`src/design/sorted_record_table_assert.svh`:
```
// ---------------------------------------------------------------------------
// sorted_record_table assertion macros
// Shorthands for the concurrent checks of the sorted record table.
// ---------------------------------------------------------------------------
`ifndef SORTED_RECORD_TABLE_ASSERT_SVH
`define SORTED_RECORD_TABLE_ASSERT_SVH

// same-cycle implication, sampled on clock, quiet during reset
`define SRT_ASSERT_NOW(lbl, ante, cons, msg) \
   lbl: assert property (@(posedge clock) disable iff (reset) (ante) |-> (cons)) \
      else $error(msg);

// next-cycle implication
`define SRT_ASSERT_NEXT(lbl, ante, cons, msg) \
   lbl: assert property (@(posedge clock) disable iff (reset) (ante) |=> (cons)) \
      else $error(msg);

`endif

```
`src/design/srt_pkg.sv`:
```
// ---------------------------------------------------------------------------
// srt_pkg
// Types and codes shared by the sorted record table modules.
// ---------------------------------------------------------------------------
package srt_pkg;

   // action codes
   localparam logic [2:0] ACT_ADD   = 3'd0;
   localparam logic [2:0] ACT_DEL   = 3'd1;
   localparam logic [2:0] ACT_FIND  = 3'd2;
   localparam logic [2:0] ACT_LIST  = 3'd3;
   localparam logic [2:0] ACT_CLEAR = 3'd4;

   // status codes
   localparam logic [1:0] ST_OK        = 2'd0;
   localparam logic [1:0] ST_FULL      = 2'd1;
   localparam logic [1:0] ST_NOT_FOUND = 2'd2;
   localparam logic [1:0] ST_EMPTY     = 2'd3;

   // result word source
   localparam logic [1:0] SRC_ZERO = 2'd0;
   localparam logic [1:0] SRC_ADD  = 2'd1;
   localparam logic [1:0] SRC_CELL = 2'd2;

   // at most this many result words per request
   localparam int MAX_RESULTS = 16;
   localparam logic [3:0] CAP_LAST = 4'(MAX_RESULTS - 1);

   typedef struct packed {
      logic [2:0]  action;
      logic [63:0] first_name;
      logic [63:0] last_name;
      logic [63:0] phone;
   } req_type;

   typedef struct packed {
      logic [1:0]  status;
      logic [63:0] out_first;
      logic [63:0] out_last;
      logic [63:0] out_phone;
      logic [3:0]  position;
      logic        last;
   } rsp_type;

   typedef struct packed {
      logic [63:0] first_name;
      logic [63:0] last_name;
      logic [63:0] phone;
   } rec_type;

   // controller to datapath
   typedef struct packed {
      logic       load_req;
      logic       compare;
      logic       add;
      logic       del;
      logic       clear;
      logic       scan_start;
      logic       set_hit;
      logic       step;
      logic       emit;
      logic [1:0] emit_src;
      logic [1:0] emit_status;
      logic       emit_last;
   } ctl_type;

   // datapath to controller
   typedef struct packed {
      logic [2:0] action;
      logic       full;
      logic       empty;
      logic       found;
      logic       hit;
      logic       no_more;
      logic       cap;
   } sts_type;

endpackage

```
`src/design/srt_ctrl.sv`:
```
// ---------------------------------------------------------------------------
// srt_ctrl
// Sequencer for the sorted record table: accepts a request, runs the
// compare, the update or the scan, and hands result words to the output.
// ---------------------------------------------------------------------------
module srt_ctrl import srt_pkg::*; (
   input  logic    clock,
   input  logic    reset,
   input  logic    req_valid,
   output logic    req_ready,
   output logic    rsp_valid,
   input  logic    rsp_ready,
   input  sts_type sts,
   output ctl_type ctl
);

   localparam logic [2:0] S_IDLE = 3'd0;
   localparam logic [2:0] S_CMP  = 3'd1;
   localparam logic [2:0] S_EXEC = 3'd2;
   localparam logic [2:0] S_SCAN = 3'd3;
   localparam logic [2:0] S_DEL  = 3'd4;

   logic [2:0] state_ff, state_in;
   logic       rsp_valid_ff, rsp_valid_in;
   logic       slot_free;

   assign slot_free = !rsp_valid_ff || rsp_ready;
   assign req_ready = (state_ff == S_IDLE);
   assign rsp_valid = rsp_valid_ff;

   // next state and commands
   always_comb begin
      ctl      = '0;
      state_in = state_ff;
      case (state_ff)
         S_IDLE: begin
            if (req_valid) begin
               ctl.load_req = 1'b1;
               state_in     = S_CMP;
            end
         end
         S_CMP: begin
            ctl.compare = 1'b1;
            state_in    = S_EXEC;
         end
         S_EXEC: begin
            case (sts.action)
               ACT_ADD: begin
                  if (slot_free) begin
                     ctl.emit      = 1'b1;
                     ctl.emit_last = 1'b1;
                     if (sts.full) begin
                        ctl.emit_src    = SRC_ZERO;
                        ctl.emit_status = ST_FULL;
                     end else begin
                        ctl.add         = 1'b1;
                        ctl.emit_src    = SRC_ADD;
                        ctl.emit_status = ST_OK;
                     end
                     state_in = S_IDLE;
                  end
               end
               ACT_DEL: begin
                  if (sts.empty || !sts.found) begin
                     if (slot_free) begin
                        ctl.emit        = 1'b1;
                        ctl.emit_last   = 1'b1;
                        ctl.emit_src    = SRC_ZERO;
                        ctl.emit_status = sts.empty ? ST_EMPTY : ST_NOT_FOUND;
                        state_in        = S_IDLE;
                     end
                  end else begin
                     ctl.set_hit = 1'b1;
                     state_in    = S_DEL;
                  end
               end
               ACT_FIND, ACT_LIST: begin
                  if ((sts.action == ACT_FIND) ? !sts.found : sts.empty) begin
                     if (slot_free) begin
                        ctl.emit        = 1'b1;
                        ctl.emit_last   = 1'b1;
                        ctl.emit_src    = SRC_ZERO;
                        ctl.emit_status = (sts.action == ACT_FIND) ? ST_NOT_FOUND
                                                                    : ST_EMPTY;
                        state_in        = S_IDLE;
                     end
                  end else begin
                     ctl.scan_start = 1'b1;
                     state_in       = S_SCAN;
                  end
               end
               ACT_CLEAR: begin
                  if (slot_free) begin
                     ctl.clear       = 1'b1;
                     ctl.emit        = 1'b1;
                     ctl.emit_last   = 1'b1;
                     ctl.emit_src    = SRC_ZERO;
                     ctl.emit_status = ST_OK;
                     state_in        = S_IDLE;
                  end
               end
               default: begin
                  state_in = S_IDLE;
               end
            endcase
         end
         S_SCAN: begin
            // one entry per cycle; stall on a hit until the output frees up
            if (!sts.hit) begin
               ctl.step = 1'b1;
            end else if (slot_free) begin
               ctl.emit        = 1'b1;
               ctl.emit_src    = SRC_CELL;
               ctl.emit_status = ST_OK;
               ctl.emit_last   = sts.no_more || sts.cap;
               ctl.step        = 1'b1;
               if (sts.no_more || sts.cap) begin
                  state_in = S_IDLE;
               end
            end
         end
         S_DEL: begin
            if (slot_free) begin
               ctl.del         = 1'b1;
               ctl.emit        = 1'b1;
               ctl.emit_src    = SRC_CELL;
               ctl.emit_status = ST_OK;
               ctl.emit_last   = 1'b1;
               state_in        = S_IDLE;
            end
         end
         default: begin
            state_in = S_IDLE;
         end
      endcase
   end

   // output word valid
   always_comb begin
      if (ctl.emit) begin
         rsp_valid_in = 1'b1;
      end else if (rsp_ready) begin
         rsp_valid_in = 1'b0;
      end else begin
         rsp_valid_in = rsp_valid_ff;
      end
   end

   always_ff @(posedge clock) begin
      if (reset) begin
         state_ff     <= S_IDLE;
         rsp_valid_ff <= 1'b0;
      end else begin
         state_ff     <= state_in;
         rsp_valid_ff <= rsp_valid_in;
      end
   end

endmodule

```
`config.mk`:
```
export PLATFORM = sky130hd
export DESIGN_NAME = srt_ctrl
export DESIGN_NICKNAME = d
export VERILOG_FILES = /design/src/design/sorted_record_table_assert.svh /design/src/design/srt_pkg.sv /design/src/design/srt_ctrl.sv
export SDC_FILE = /design/constraint.sdc
export NUM_CORES = 1
export LEC_CHECK = 0
export CORE_AREA = 2 2 39 41
export DETAILED_ROUTE_END_ITERATION = 10
export DIE_AREA = 0 0 41 43
export DONT_BUFFER_PORTS = 1
export GPL_ROUTABILITY_DRIVEN = 0
export PLACE_DENSITY_LB_ADDON = 0.12
export SETUP_SLACK_MARGIN = 0.5
export SLEW_MARGIN = 20
export SYNTH_ARGS = -nofsm -noshare
export SYNTH_HDL_FRONTEND = slang
export SYNTH_SLANG_ARGS = --single-unit
```
`constraint.sdc`:
```
create_clock -name clock -period 1.59 [get_ports clock]
set_input_delay 0.2385 -clock clock [delete_from_list [all_inputs] [get_ports clock]]
set_output_delay 0.2385 -clock clock [all_outputs]
set_load 0.05 [all_outputs]
```
==> key figures <==
Synth
  • Synth Area in XOR/XNOR: 0%
  • Synth cell types: 30
  • Top-count cell post-synth: nor2_1
  • FF+latch count, synth: 4
  • EDFF count, synth: 0
  • Syn_area_per_cell: 7.10 sq um
  • Yosys warnings: 0
  • Largest area contributor in the netlist: dfxtp_1
  • Largest family of logic cells by synthesized area: simple AND/OR/NAND/NOR gates
  • Simple-Gate Fraction of Synth Area: 43.9%
  • Post-Synth Adder-Cell Area: 0%
  • Mapped Nets: 78
  • Cell Area, Synth: 462 sq um
  • Ys flop type: dfxtp_1
  • Async set-reset flop share out of synthesis: 0%
  • Multiplexer area fraction after synthesis: 0%
  • Synth top area cells: dfxtp_1 17%, a21oi_1 6.5%, nor2_1 5.7%
  • Post-Synthesis Cells: 65
  • Register area share after synthesis: 17.3%
  • Post-synthesis compound-gate area fraction: 32.2%
  • List of most frequent post-synthesis cells: 7 x nor2_1, 6 x a21oi_1, 5 x nand2_1, 5 x o21ai_0, 4 x dfxtp_1
  • Post-synth top area share: 17.3%

Routing
  • DRC Markers: 0
  • DR pass1 iterations: 4
  • Final ANT Viol Nets: 0
  • DR WL/cell: 15.8 um
  • Vias per std cell: 5.60
  • DRT iter0 DRCs: 5
  • Drt total wl: 1.64 mm
  • Via count: 582

Placed design
  • Area post-placement: 758 sq um
  • Cell total after placement: 91
  • DP Wirelength: 1.11 mm
  • Port buffer count: 0

Status
  • Violated checks: setup timing
  • Result of the run: finished with violations

STA
  • Worst Slack Setup Final: -0.118 ns
  • Hold Vio Cnt, Final: 0
  • Slew Limit Fails: 0
  • Rel. slew slack: 75.2%
  • Skew final: 0.00677 ns
  • Final min period: 1.71 ns
  • Final period util: 107%
  • Worst Hold Slack: 0.0507 ns
  • Setup TNS: -0.538 ns
  • Max Freq: 586 MHz
  • RSZ-0062 raised after global routing: true
  • Final setup fails: 10
  • Worst Tran Pin Value: 0.369 ns

Global route
  • First-pass GRT wire length: 2.37 mm
  • Total track usage: 19.2%
  • Total gr overflow: 0
  • Largest net degree at the start of global routing: 12
  • Vias in the first global route: 520
  • Initial antenna violation count: 0

Pwr
  • Sw Ratio: 35.6%
  • P_sw: 0.000155 W
  • Flop pwr share: 25.7%
  • Max VDD drop: 0.278 mV
  • Leakage: 0.361 nW
  • Clock network fraction of total power: 31.8%
  • Comb power frac: 42.5%
  • Pwr per Cell Area: 446 nW/um^2
  • Overall Power: 0.000437 W
  • Pint: 0.000281 W

Worst setup path
  • Kind of end point of the critical path: output pin
  • R2R Setup Slk: 0.10 ns
  • Setup crit start kind: register
  • Worst reg2reg path depth: 7
  • Critical path fanouts, max: 3
  • Kind of critical path: register to output pin
  • Req. time, crit path: 1.35 ns
  • R2r endpoint: state_ff[1]
  • Reg2Reg Launch Point: state_ff[1]
  • Arr. time, crit path: 1.47 ns

Job
  • Max cap viols: 0

Floorplan
  • Die Span X: 41 um
  • Die area: 1760 sq um
  • Die H: 43 um
  • Initial Util: 33.4%
  • Io pins: 29
  • Core area: 1380 sq um
  • Std-Cell Rows: 14

Layout
  • N_diodes: 0
  • Layout Nets: 102
  • Layout area overhead: 112%
  • Fraction of layout cells with a size suffix above 1: 65.9%
  • Fin area: 978 sq um
  • Finished Layout Cells: 104

Worst hold path
  • Hold_sp: reset
  • Hold path depth: 1
  • Worst hold endpoint: rsp_valid
  • HP Class: primary input to register

CTS
  • Worst skew pair latency: 0.24 ns
  • CTS tree: done
  • Clock Path Buffers: 2
  • Clk slew on worst S/H paths: 0.04 ns
  • CTS root buf: clkbuf_4
  • H-tree levels: 1
  • CTS sink count: 4
  • Total CTS buffers: 3
flip-flops by register name, summed over array words and instances (netlist names):
register	flops
state_ff	3
rsp_valid	1
cell type report:
type	count	area, sq um
Fill cell	91	405
Sequential cell	4	90.1
Timing Repair Buffer	23	265
Tap cell	16	20.0
Multi-Input combinational cell	55	569
Clock buffer	4	26.3
Inverter	2	7.51
worst max-delay path by stage:
| stage | end | slack (ns) | from |
|---|---|---|---|
| floorplan | ctl[11] | -0.14 | state_ff[1] |
| CTS | ctl[11] | -0.14 | state_ff[2] |
| global placement | ctl[11] | 0.05 | state_ff[1] |
| global route | ctl[5] | -0.16 | state_ff[1] |
| detailed placement | ctl[0] | 0.06 | state_ff[2] |
| finish | ctl[5] | -0.12 | state_ff[1] |
layout by cell type, fill, tap and decap left out, types with 2 or more instances in the layout:
cell,instances
buf_6,8
a21oi_2,2
o21ai_0,4
buf_12,5
buf_4,10
nand2_1,3
inv_1,2
nor2_1,7
a21oi_1,3
dfxtp_2,2
nand2b_4,2
a211oi_4,2
clkbuf_4,3
nor3b_4,3
dfxtp_4,2
nor2b_1,2
and2_4,3
nor4b_4,2
nand2_4,2
o21ai_1,2
power groups by stage:
stage / registers, W / logic [W] / clock network (W)
6_report: 0.000112 / 0.000186 / 0.000139
2_1_floorplan: 0.000116 / 0.000114 / 0
4_1_cts: 0.000110 / 0.000159 / 0.000143
3_5_place_dp: 0.000113 / 0.000131 / 0
3_3_place_gp: 0.000113 / 0.000130 / 0
5_1_grt: 0.000113 / 0.000195 / 0.000153
through the flow:
step / setup slack [ns] / utilization (%)
after floorplan: -0.143 / -
after global placement: 0.0530 / 54.8
after detailed placement: 0.0567 / 54.8
after CTS: -0.144 / 63.7
after global routing: -0.162 / 70.7
final: -0.118 / 70.7
cell families (layout without fill, tap and decap cells):
logic type	count (synthesis)	after routing
flip-flops	4	4
AO/OA/AOI/OAI	22	22
AND/OR/NAND/NOR	33	33
buffers and inverters	6	29
timing repair:
| item | CTS | global route |
|---|---|---|
| pin swaps | 8 | 10 |
| gates resized for setup | 15 | 14 |
| setup buffers | 6 | 3 |
| endpoints found under the setup margin | 19 | 19 |
| hold buffers | 0 | 0 |
critical path, stage by stage (launching register included):
cell	delay (ns)
dfxtp_4	0.34
buf_6	0.12
nor3b_4	0.21
o21bai_4	0.18
a21oi_2	0.06
nor2_1	0.14
buf_6	0.18
routing by layer:
metal | routed length, um | track usage, % | share of wire, %
met3 | 116 | 6.28 | 7.1
met4 | 7 | 2.00 | 0.43
met1 | 579 | 22.8 | 35
met5 | 0 | 0 | 0
met2 | 937 | 32.8 | 57
No activity file was read; power rests on OpenSTA's default activity.
